`src/hdl/lph_pkg.sv`:
```
// ----------------------------------------------------------------------------
// Linear probe hash table package
// Shared request, response and controller/datapath interface types.
// ----------------------------------------------------------------------------
package lph_pkg;

    localparam int unsigned KEY_W  = 31;
    localparam int unsigned SLOT_W = 6;
    localparam int unsigned SPAN_W = 7;

    typedef enum logic [2:0] {
        ST_INSERTED  = 3'd0,
        ST_FOUND     = 3'd1,
        ST_NOT_FOUND = 3'd2,
        ST_FULL      = 3'd3,
        ST_ZERO_KEY  = 3'd4
    } t_status;

    typedef enum logic {
        FN_INSERT = 1'b0,
        FN_SEARCH = 1'b1
    } t_func;

    typedef struct packed {
        t_func             func;
        logic [KEY_W-1:0]  key;
    } t_req;

    typedef struct packed {
        t_status           status;
        logic [SLOT_W-1:0] slot;
        logic [KEY_W-1:0]  key_echo;
    } t_rsp;

    typedef struct packed {
        logic    load;
        logic    hash_step;
        logic    reduce_step;
        logic    probe_first;
        logic    probe_next;
        logic    write_key;
        logic    clear_step;
        logic    respond;
        t_status status;
    } t_dp_cmd;

    typedef struct packed {
        logic clear_done;
        logic key_zero;
        logic hash_last;
        logic home_ready;
        logic hit_match;
        logic hit_empty;
        logic last_probe;
        logic is_search;
    } t_dp_stat;

endpackage

```
`src/hdl/lph_dp.sv`:
```
// ----------------------------------------------------------------------------
// Linear probe hash table datapath
// Key store, hash remainder unit, probe index and response register.
// ----------------------------------------------------------------------------
module lph_dp #(
    parameter int unsigned TABLE_DEPTH  = 64,
    parameter int unsigned HASH_MODULUS = 10
) (
    input  logic                      i_clk,
    input  logic                      i_rst_n,
    input  lph_pkg::t_req             i_req,
    input  logic                      i_cfg_we,
    input  logic [lph_pkg::SPAN_W-1:0] i_cfg_wdata,
    input  lph_pkg::t_dp_cmd          i_cmd,
    output lph_pkg::t_dp_stat         o_stat,
    output lph_pkg::t_rsp             o_rsp
);
    import lph_pkg::*;

    localparam int unsigned IW = $clog2(TABLE_DEPTH);
    localparam int unsigned SW = $clog2(TABLE_DEPTH + 1);
    localparam int unsigned CW = (SW > SPAN_W) ? SW : SPAN_W;
    localparam int unsigned RW = $clog2(HASH_MODULUS) + 1;
    localparam int unsigned HW = (RW > SW) ? RW : SW;
    localparam int unsigned PW = IW + 1;
    localparam logic [CW-1:0] HM_C    = CW'(HASH_MODULUS);
    localparam logic [CW-1:0] DEPTH_C = CW'(TABLE_DEPTH);
    localparam logic [HW-1:0] HM_H    = HW'(HASH_MODULUS);
    localparam logic [IW-1:0] LAST_ROW = IW'(TABLE_DEPTH - 1);

    logic [KEY_W-1:0]  r_mem [TABLE_DEPTH];
    logic [KEY_W-1:0]  r_rdata;
    logic [SPAN_W-1:0] r_table_span;
    logic [SW-1:0]     r_span;
    logic [KEY_W-1:0]  r_key;
    t_func             r_func;
    logic [1:0]        r_hcnt;
    logic [HW-1:0]     r_home;
    logic [IW-1:0]     r_idx;
    logic [IW-1:0]     r_pcnt;
    logic [IW-1:0]     r_clr;
    t_rsp              r_rsp;

    logic [CW-1:0]     eff_span;
    logic [HW-1:0]     n_home_hash;
    logic [7:0]        key_byte;
    logic [31:0]       key_pad;
    logic [PW-1:0]     span_p;
    logic [PW-1:0]     idx_inc;
    logic [IW-1:0]     idx_next;
    logic [IW-1:0]     rd_addr;
    logic [IW+SLOT_W-1:0] slot_wide;

    // Configured span raised to the modulus and capped at the store depth.
    always_comb begin
        eff_span = CW'(r_table_span);
        if (eff_span < HM_C) begin
            eff_span = HM_C;
        end
        if (eff_span > DEPTH_C) begin
            eff_span = DEPTH_C;
        end
    end

    // Eight bits of the key per step, restoring remainder one bit at a time.
    always_comb begin
        logic [HW-1:0] rem;
        key_pad  = {1'b0, r_key};
        key_byte = key_pad[8*(3-r_hcnt) +: 8];
        rem      = r_home;
        for (int i = 7; i >= 0; i--) begin
            rem = {rem[HW-2:0], key_byte[i]};
            if (rem >= HM_H) begin
                rem = rem - HM_H;
            end
        end
        n_home_hash = rem;
    end

    assign span_p   = PW'(r_span);
    assign idx_inc  = {1'b0, r_idx} + PW'(1);
    assign idx_next = (idx_inc == span_p) ? '0 : idx_inc[IW-1:0];
    assign rd_addr  = i_cmd.probe_first ? r_home[IW-1:0] : idx_next;
    assign slot_wide = {{SLOT_W{1'b0}}, r_idx};

    always_ff @(posedge i_clk) begin
        if (i_cmd.clear_step) begin
            r_mem[r_clr] <= '0;
        end else if (i_cmd.write_key) begin
            r_mem[r_idx] <= r_key;
        end
        if (i_cmd.probe_first || i_cmd.probe_next) begin
            r_rdata <= r_mem[rd_addr];
        end
    end

    always_ff @(posedge i_clk) begin
        if (!i_rst_n) begin
            r_table_span <= SPAN_W'(64);
            r_clr        <= '0;
            r_hcnt       <= '0;
        end else begin
            if (i_cfg_we) begin
                r_table_span <= i_cfg_wdata;
            end
            if (i_cmd.clear_step) begin
                r_clr <= r_clr + IW'(1);
            end
            if (i_cmd.load) begin
                r_hcnt <= '0;
            end else if (i_cmd.hash_step) begin
                r_hcnt <= r_hcnt + 2'd1;
            end
        end
    end

    always_ff @(posedge i_clk) begin
        if (i_cmd.load) begin
            r_key  <= i_req.key;
            r_func <= i_req.func;
            r_span <= SW'(eff_span);
            r_home <= '0;
        end else if (i_cmd.hash_step) begin
            r_home <= n_home_hash;
        end else if (i_cmd.reduce_step) begin
            r_home <= r_home - HW'(r_span);
        end
        if (i_cmd.probe_first) begin
            r_idx  <= r_home[IW-1:0];
            r_pcnt <= '0;
        end else if (i_cmd.probe_next) begin
            r_idx  <= idx_next;
            r_pcnt <= r_pcnt + IW'(1);
        end
        if (i_cmd.respond) begin
            r_rsp.status   <= i_cmd.status;
            r_rsp.key_echo <= r_key;
            if (i_cmd.status == ST_INSERTED || i_cmd.status == ST_FOUND) begin
                r_rsp.slot <= slot_wide[SLOT_W-1:0];
            end else begin
                r_rsp.slot <= '0;
            end
        end
    end

    assign o_stat.clear_done = (r_clr == LAST_ROW);
    assign o_stat.key_zero   = (r_key == '0);
    assign o_stat.hash_last  = (r_hcnt == 2'd3);
    assign o_stat.home_ready = (r_home < HW'(r_span));
    assign o_stat.hit_match  = (r_rdata == r_key);
    assign o_stat.hit_empty  = (r_rdata == '0);
    assign o_stat.last_probe = ({1'b0, r_pcnt} == span_p - PW'(1));
    assign o_stat.is_search  = (r_func == FN_SEARCH);
    assign o_rsp             = r_rsp;

endmodule

```
`src/hdl/lph_ctrl.sv`:
```
// ----------------------------------------------------------------------------
// Linear probe hash table controller
// Sequences the clearing sweep, hashing, home reduction and probing.
// ----------------------------------------------------------------------------
module lph_ctrl (
    input  logic               i_clk,
    input  logic               i_rst_n,
    input  logic               i_start,
    input  lph_pkg::t_dp_stat  i_stat,
    output lph_pkg::t_dp_cmd   o_cmd,
    output logic               o_busy,
    output logic               o_valid
);
    import lph_pkg::*;

    typedef enum logic [2:0] {
        S_CLEAR,
        S_IDLE,
        S_HASH,
        S_REDUCE,
        S_PROBE
    } t_state;

    t_state  r_state, n_state;
    logic    r_valid;
    t_dp_cmd cmd;

    always_comb begin
        cmd     = '0;
        cmd.status = ST_INSERTED;
        n_state = r_state;
        case (r_state)
            S_CLEAR: begin
                cmd.clear_step = 1'b1;
                if (i_stat.clear_done) begin
                    n_state = S_IDLE;
                end
            end
            S_IDLE: begin
                if (i_start) begin
                    cmd.load = 1'b1;
                    n_state  = S_HASH;
                end
            end
            S_HASH: begin
                if (i_stat.key_zero) begin
                    cmd.respond = 1'b1;
                    cmd.status  = ST_ZERO_KEY;
                    n_state     = S_IDLE;
                end else begin
                    cmd.hash_step = 1'b1;
                    if (i_stat.hash_last) begin
                        n_state = S_REDUCE;
                    end
                end
            end
            S_REDUCE: begin
                if (i_stat.home_ready) begin
                    cmd.probe_first = 1'b1;
                    n_state         = S_PROBE;
                end else begin
                    cmd.reduce_step = 1'b1;
                end
            end
            S_PROBE: begin
                if (!i_stat.is_search) begin
                    if (i_stat.hit_empty) begin
                        cmd.write_key = 1'b1;
                        cmd.respond   = 1'b1;
                        cmd.status    = ST_INSERTED;
                        n_state       = S_IDLE;
                    end else if (i_stat.last_probe) begin
                        cmd.respond = 1'b1;
                        cmd.status  = ST_FULL;
                        n_state     = S_IDLE;
                    end else begin
                        cmd.probe_next = 1'b1;
                    end
                end else begin
                    if (i_stat.hit_match) begin
                        cmd.respond = 1'b1;
                        cmd.status  = ST_FOUND;
                        n_state     = S_IDLE;
                    end else if (i_stat.hit_empty || i_stat.last_probe) begin
                        cmd.respond = 1'b1;
                        cmd.status  = ST_NOT_FOUND;
                        n_state     = S_IDLE;
                    end else begin
                        cmd.probe_next = 1'b1;
                    end
                end
            end
            default: begin
                n_state = S_IDLE;
            end
        endcase
    end

    always_ff @(posedge i_clk) begin
        if (!i_rst_n) begin
            r_state <= S_CLEAR;
            r_valid <= 1'b0;
        end else begin
            r_state <= n_state;
            r_valid <= cmd.respond;
        end
    end

    assign o_cmd   = cmd;
    assign o_busy  = (r_state != S_IDLE);
    assign o_valid = r_valid;

endmodule

```
`src/hdl/linear_probe_hash_table_core.sv`:
```
// ----------------------------------------------------------------------------
// Linear probe hash table core
// Open addressing hash table with linear probing over a configurable span.
//
//   Channel   Signals                      Transfer when
//   request   start, busy, i_req           start high and busy low
//   result    o_valid, o_rsp               o_valid high (one cycle, no stall)
//   config    i_cfg_we, i_cfg_wdata        i_cfg_we high
//
// A request is hashed (8 key bits per cycle), its home slot is brought inside
// the span, then slots are probed in turn from the home slot; the result is
// registered after the last probe. A zero key is answered without hashing.
// After reset busy stays high while the key store is swept to empty. The
// result channel cannot stall.
// ----------------------------------------------------------------------------
module linear_probe_hash_table_core #(
    parameter int unsigned TABLE_DEPTH  = 64,
    parameter int unsigned HASH_MODULUS = 10
) (
    input  logic                       i_clk,
    input  logic                       i_rst_n,
    input  logic                       start,
    output logic                       busy,
    input  lph_pkg::t_req              i_req,
    output logic                       o_valid,
    output lph_pkg::t_rsp              o_rsp,
    input  logic                       i_cfg_we,
    input  logic [lph_pkg::SPAN_W-1:0] i_cfg_wdata
);
    import lph_pkg::*;

    t_dp_cmd  cmd;
    t_dp_stat stat;

    lph_ctrl u_ctrl (
        .i_clk   (i_clk),
        .i_rst_n (i_rst_n),
        .i_start (start),
        .i_stat  (stat),
        .o_cmd   (cmd),
        .o_busy  (busy),
        .o_valid (o_valid)
    );

    lph_dp #(
        .TABLE_DEPTH  (TABLE_DEPTH),
        .HASH_MODULUS (HASH_MODULUS)
    ) u_dp (
        .i_clk       (i_clk),
        .i_rst_n     (i_rst_n),
        .i_req       (i_req),
        .i_cfg_we    (i_cfg_we),
        .i_cfg_wdata (i_cfg_wdata),
        .i_cmd       (cmd),
        .o_stat      (stat),
        .o_rsp       (o_rsp)
    );

`ifndef SYNTHESIS
    // A result is only ever delivered once the controller is back at rest.
    a_valid_idle: assert property (@(posedge i_clk) disable iff (!i_rst_n)
        o_valid |-> !busy)
        else $error("result strobe while busy");

    // No request is answered in the cycle straight after its transfer.
    a_no_early_result: assert property (@(posedge i_clk) disable iff (!i_rst_n)
        (start && !busy) |=> !o_valid)
        else $error("result too soon after request transfer");

    // Only inserted or found results carry a slot number.
    a_slot_zero: assert property (@(posedge i_clk) disable iff (!i_rst_n)
        (o_valid && o_rsp.status != ST_INSERTED && o_rsp.status != ST_FOUND)
        |-> (o_rsp.slot == '0))
        else $error("slot not zero on miss or error");
`endif

endmodule
```
`config.mk`:
```
export PLATFORM = sky130hd
export DESIGN_NAME = linear_probe_hash_table_core
export DESIGN_NICKNAME = d
export VERILOG_FILES = /design/src/hdl/lph_pkg.sv /design/src/hdl/lph_dp.sv /design/src/hdl/lph_ctrl.sv /design/src/hdl/linear_probe_hash_table_core.sv
export SDC_FILE = /design/constraint.sdc
export NUM_CORES = 2
export LEC_CHECK = 0
export BUFFER_PORTS_ARGS = -buffer_cell sky130_fd_sc_hd__buf_2
export CAP_MARGIN = 20
export CORE_MARGIN = 4
export CORE_UTILIZATION = 50
export DETAILED_ROUTE_END_ITERATION = 7
export HOLD_SLACK_MARGIN = 0.03
export PLACE_DENSITY = 0.66
export SETUP_SLACK_MARGIN = 0.05
export SYNTH_ARGS = -nofsm -noshare
export SYNTH_HDL_FRONTEND = slang
export SYNTH_SLANG_ARGS = --single-unit
```
`constraint.sdc`:
```
create_clock -name i_clk -period 9.5 [get_ports i_clk]
set_input_delay 0 -clock i_clk [delete_from_list [all_inputs] [get_ports i_clk]]
set_output_delay 0 -clock i_clk [all_outputs]
set_load 0.1 [all_outputs]
```
# After elaboration in Yosys (flattened, before gate mapping)

Memory sizes are Yosys's and may differ from the RTL's. A register that Yosys moved wholly into a read port is not among the register bits.
Index checks and enable logic that the tools add are counted.

Add/sub/neg operators: 15
Order comparisons: 11
Equality and inequality tests: 17
Shift operators: 1
Mux-type cells: 57
Bitwise operators: 1
Reduce and logical (&&, ||, !) cells: 12

Operators by type and width:

| kind                  | count |
|---|---|
| $mux W6               | 12 |
| $logic_not A31 Y1     | 2 |
| $ge A7 B4 Y1 const B  | 8 |
| $sub A6 B4 Y6 const B | 7 |
| $shiftx A32 B33 Y8    | 1 |
| $eq A31 B31 Y1        | 1 |
| $mux W31              | 1 |
| $reduce_or A31 Y1     | 1 |
| $mux W3               | 10 |
| $mux W7               | 4 |
| $mux W4               | 6 |
| $mux W1               | 20 |
| $pmux W3 S5           | 1 |
| $add A6 B1 Y6 const B | 2 |
| $pmux W4 S2           | 1 |
| $add A6 B1 Y7 const B | 1 |
| $eq A6 B7 Y1          | 1 |
| $eq A7 B7 Y1          | 1 |
| $gt A7 B7 Y1 const B  | 1 |
| $lt A7 B4 Y1 const B  | 1 |
| $lt A7 B7 Y1          | 1 |
| $sub A7 B1 Y7 const B | 1 |
| $sub A7 B4 Y7 const B | 1 |
| $sub A7 B7 Y7         | 1 |
| other kinds (19)      | 28 |

Flip-flop bits (word level): 117
Memory bits (writable): 1984
Input port bits: 43
Word-level logic and storage cells: 129
Memories: 1

Memory list:

| name       | depth | bits a word | rd ports | clocked after memory_dff | wr ports | line         | RTL |
|---|---|---|---|---|---|---|---|
| u_dp.r_mem | 64    | 31          | 1        | 1                        | 1        | lph_dp.sv:31 | `logic [KEY_W-1:0] r_mem [TABLE_DEPTH];` |

# Logic depth before layout (Yosys ltp)

Depth after elaboration: 19
Mapped depth: 41
Mapped depth without buffers: 38

# Cells and area by module

A second synthesis with hierarchy kept.

Cells, all modules: 6915
Area, all modules: 87173.6 um^2

Modules (own cells, without submodules):

| module   | times used | cells an instance | area an instance (um^2) | sequential area each (um^2) |
|---|---|---|---|---|
| lph_dp   | 1          | 6867              | 86808.3                 | 63621.0 |
| lph_ctrl | 1          | 48                | 365.4                   | 80.1 |

# Worst setup path before layout

No wires, ideal clock.

Path kind: flip-flop to flip-flop
Start: reg u_dp.r_key[15]
End: reg u_dp.r_home[5]
Data arrival time: 7.579 ns
Path slack: 1.851 ns
Cell stages (with the launch flop): 40
Path buffers: 3
Period minus slack after synthesis: 7.649 ns
Cell sequence: edfxtp_1 -> mux2_4 -> a2111oi_0 -> o21ai_1 -> inv_1 -> ha_1 -> inv_1 -> o31a_2 -> o21ai_1 -> and3_1 -> buf_6 -> a2bb2oi_4 -> xnor2_4 -> ha_1 -> buf_1 -> inv_1 -> o21ai_1 -> a21oi_1 -> [4 not listed] -> nand3_4 -> xnor2_1 -> inv_1 -> ha_1 -> buf_1 -> nor2_1 -> nor3_1 -> nand4bb_1 -> nand2_2 -> xnor2_1 -> ha_1 -> o22a_1 -> o21ai_2 -> nor3_4 -> mux2i_1 -> o31a_1 -> or3_1 -> a21oi_1

Cells in the longest elaborated chain, start to end: 18

RTL lines:

| item                                                 | line                       | RTL |
|---|---|---|
| from (decl)                                          | lph_dp.sv:35               | `logic [KEY_W-1:0] r_key;` |
| from (signal assigned)                               | lph_dp.sv:119              | `r_key <= i_req.key;` |
| $shiftx A32 B33 Y8                                   | lph_dp.sv:69               | `key_byte = key_pad[8*(3-r_hcnt) +: 8];` |
| $sub A6 B4 Y6 / $ge A7 B4 Y1 (equally long branches) | lph_dp.sv:74, lph_dp.sv:73 |  |
| $mux W6                                              | lph_dp.sv:73               | `if (rem >= HM_H) begin` |
| $sub A6 B4 Y6 / $ge A7 B4 Y1 (equally long branches) | lph_dp.sv:74, lph_dp.sv:73 |  |
| $mux W6                                              | lph_dp.sv:73               |  |
| $sub A6 B4 Y6 / $ge A7 B4 Y1 (equally long branches) | lph_dp.sv:74, lph_dp.sv:73 |  |
| $mux W6                                              | lph_dp.sv:73               |  |
| $sub A6 B4 Y6 / $ge A7 B4 Y1 (equally long branches) | lph_dp.sv:74, lph_dp.sv:73 |  |
| [2 not listed]                                       | n/a                        |  |
| $mux W6                                              | lph_dp.sv:73               |  |
| $sub A6 B4 Y6 / $ge A7 B4 Y1 (equally long branches) | lph_dp.sv:74, lph_dp.sv:73 |  |
| $mux W6                                              | lph_dp.sv:73               |  |
| $ge A7 B4 Y1 / $sub A6 B4 Y6 (equally long branches) | lph_dp.sv:73, lph_dp.sv:74 |  |
| $mux W6                                              | lph_dp.sv:73               |  |
| $sub A7 B4 Y7 / $ge A7 B4 Y1 (equally long branches) | lph_dp.sv:74, lph_dp.sv:73 |  |
| $mux W7                                              | lph_dp.sv:73               |  |
| $mux W7                                              | lph_dp.sv:123              | `end else if (i_cmd.hash_step) begin` |
| to (signal assigned)                                 | lph_dp.sv:124              | `r_home <= n_home_hash;` |
| to (signal assigned)                                 | lph_dp.sv:126              | `r_home <= r_home - HW'(r_span);` |
| to (decl)                                            | lph_dp.sv:38               | `logic [HW-1:0] r_home;` |

Parallel ways exist; a longest one is shown, timed or not.
A chain may end at the register's enable or synchronous reset.

# Worst setup path in the final report

Ends and elaborated chain as after synthesis.

==> results.toml <==
[floorplan]
initial_core_util_pct = 50.5
row_count = 152
die_h_um = 425
chipWidth_um = 425
core_um2 = 172000
io_pins = 85
die_area_um2 = 181000

[clocking]
htree_levels = 4
cts_root_buffer = "clkbuf_16"
clk_pin_slew_ps = 60
clock-sinks = 2132
insertion_delay_ps = 860
cts_buffer_depth = 3
cts_buffers = 210
cts_tree = "done"

[setup_path]
worst_setup_path_start_kind = "register"
required_ps = 10250
critical-path-max-stage-delay_ps = 620
end_kind = "register"
critPathArrivalTime_ps = 9550
r2r_slack_ps = 700
path_class = "reg -> reg"
reg2regPathDepth = 36
r2r-end = "u_dp.r_home[5]"
crit_slowest_cell = "a2111oi_0"
timing.rr.start = "u_dp.r_key[15]"
path_max_fanout = 10

[logic_synthesis]
syn_area_per_cell_um2 = 12.7
yosysSeqAreaShare_pct = 73.3
yosys_warnings = 0
synth_flop_cell = "edfxtp_1"
synthArstFlopShare_pct = 0
ys_types = 90
synthCells = 6866
synth-edff-count = 2100
synth_nets = 6928
ys_ff_latch = 2132
synth_area_um2 = 86900

[global_route]
grt_pass1_vias = 55000
grt_pass1_wl_um = 356000
overflow = 0
grt.total_usage_pct = 26.4
grt_max_degree = 182
antenna_found_initial = 7

[timing]
slew_headroom_pct = 13.7
finalSetupViolations = 0
finClkSkew_ps = 46.5
final_hold_viol_count = 0
setup_ws_ps = 703
fmax_ghz = 0.114
tightest_slew_ps = 1290
fin_crit_sh_pct = 92.6
min_period_ps = 8800
slew_viol_final = 0

[placed_design]
post-place-ws_ps = 745
routabilityCongestion = 0.918
port_buffers = 84
place_area_um2 = 90600
dp_hpwl_um = 126000

[hold_path]
worstHoldPathType = "in -> reg"
min_to = "u_ctrl.r_state[1]"
hp-start = "i_rst_n"
whs_path_depth = 3

[flow_run]
max-cap-violations = 0

[power]
ir_drop_uv = 444
powerDensity_nw_per_um2 = 273
total_power_uw = 26800
p_leak_uw = 0.0326

[detailed_routing]
post_drt_via_cell_ratio = 6.08
dr.pass1.iters = 6
wl_um = 243000
routedWlPerCell_um = 25.7
drc_errors = 0
drtAntennaViolNets = 0
dr_total_vias = 57400
drt_iter0_markers = 7547

[cells_and_area]
design_area_um2 = 98200
area_growth_syn_to_layout_pct = 13.0
drive_gt1_share_pct = 9.80
nNetsFinal = 7023
fill_cells = 13500

[run_status]
status = "finished clean"
[how the worst max path moves through the flow]
stage | from | to | slack, ps | cells after the start
CTS | u_dp.r_hcnt[0] | u_dp.r_home[5] | 670 | 36
detailed placement | u_dp.r_home[1] | u_dp.r_home[5] | 740 | 38
floorplan | u_dp.r_key[15] | u_dp.r_home[5] | 1850 | 39
finish | u_dp.r_key[15] | u_dp.r_home[5] | 700 | 36
global route | u_dp.r_hcnt[0] | u_dp.r_home[5] | -50 | 36
global placement | u_dp.r_hcnt[0] | u_dp.r_home[5] | 790 | 36
[report_power, final]
| part | switching, µW | internal (µW) |
|---|---|---|
| registers | 175 | 10500 |
| clock network | 3500 | 4510 |
| logic | 5440 | 2680 |
[synthesized netlist by cell type (3+ instances only)]
cell type / n / share of area, %
a211o_1: 5 / 0.050
a211oi_1: 5 / 0.043
a21boi_0: 3 / 0.026
a21o_1: 10 / 0.086
a21oi_1: 91 / 0.52
a311oi_1: 342 / 3.4
a31oi_1: 48 / 0.35
and2_1: 41 / 0.30
and3_1: 128 / 0.92
buf_1: 23 / 0.099
buf_2: 5 / 0.029
clkbuf_1: 443 / 1.9
dfxtp_1: 32 / 0.74
edfxtp_1: 2100 / 73
ha_1: 18 / 0.26
inv_1: 36 / 0.16
mux2_2: 4 / 0.052
mux2i_1: 24 / 0.28
mux4_2: 5 / 0.13
nand2_1: 2021 / 8.7
nand2b_1: 9 / 0.065
nand3_1: 1007 / 5.8
nand4_1: 18 / 0.13
nor2_1: 118 / 0.51
nor2b_1: 18 / 0.13
nor3_1: 53 / 0.31
nor3b_1: 6 / 0.052
nor4_1: 20 / 0.14
nor4b_1: 4 / 0.040
o211ai_1: 9 / 0.078
o21a_1: 8 / 0.069
o21ai_0: 33 / 0.19
o21ai_1: 5 / 0.029
o31a_1: 3 / 0.030
o31ai_1: 5 / 0.043
o32ai_1: 4 / 0.040
or2_2: 15 / 0.11
or3_1: 11 / 0.079
xnor2_1: 58 / 0.58
xor2_1: 11 / 0.11
[flip-flops by register name, summed over array words and instances (netlist names)]
name / flops
u_dp.r_table_span: 7
u_dp.r_mem: 1984
u_dp.r_rdata: 31
u_dp.r_clr: 6
u_dp.r_hcnt: 2
u_dp.r_key: 31
u_ctrl.r_state: 3
u_dp.r_span: 7
u_dp.o_rsp: 40
u_dp.r_pcnt: 6
u_dp.r_idx: 6
u_dp.r_home: 7
u_dp.r_func: 1
u_ctrl.o_valid: 1
[metal layers]
layer / routed length (µm) / share of wire (%) / up-vias / global-route usage (%)
met3: 24200 / 10 / 471 / 5.63
met2: 113000 / 46 / 2850 / 41.4
li1: - / - / 25500 / -
met5: 0 / 0 / - / 0
met4: 11500 / 4.7 / 0 / 12.1
met1: 94600 / 39 / 28600 / 35.6
[metrics by stage]
step | TNS (ps) | instances | hold WS (ps) | utilization [%]
global placement | 0 | 8957 | 180 | 52.5
CTS | 0 | 9439 | 103 | 57.0
global route | -82.4 | 9444 | 159 | 57.0
detailed placement | 0 | 8959 | 178 | 52.6
finish | 0 | 9445 | 159 | 57.0
floorplan | 0 | 6866 | 98.9 | -
[cell usage in the layout, fill, tap and decap left out, drive strengths merged, types with 56 or more instances in the layout]
cell	n
edfxtp	2100
clkbuf	257
buf	257
nand3	1008
dlygate4sd3	95
a311oi	343
and3	128
nand2	2022
clkinv	107
nor3	56
nor2	118
xnor2	59
a21oi	93
[critical path: cells and delay by family (launching register included)]
kind                     cells  cell delay [ps]
AO/OA/AOI/OAI               12             2800
XOR/XNOR                     3              610
adder cells (fa/ha/maj)      5             1480
buffers and inverters        4              360
flip-flops                   1              470
multiplexers                 2              470
AND/OR/NAND/NOR             10             2490
[what timing repair did]
item,CTS,global route
buffers inserted,0,0
hold endpoints to repair,53,0
hold buffers,95,0
endpoints found under the setup margin,0,6
resized for setup,0,4
[kinds of logic (layout without fill, tap and decap cells)]
family	after synthesis	after routing	synth area share, %
compound gates	607	607	5.44
xor+xnor	70	70	0.727
fa+ha+maj	19	19	0.282
buf+inv	513	781	2.24
flops	2132	2132	73.3
mux	34	34	0.475
other cells	0	1	0
simple gates	3491	3491	17.6
[cell type report]
cell class              count  area, µm²  share of cell area, %
flip-flops and latches   2132      63700                   64.9
multi-input cells        4221      21900                   22.3
clock buffers             253       5440                   5.54
repair buffers            356       2950                   3.00
well taps                2310       2890                   2.94
clock inverters           132       1180                   1.20
inverters                  40        173                  0.176
diodes                      1       2.50                0.00255
Note: power is estimated with default switching activity, not from simulation.
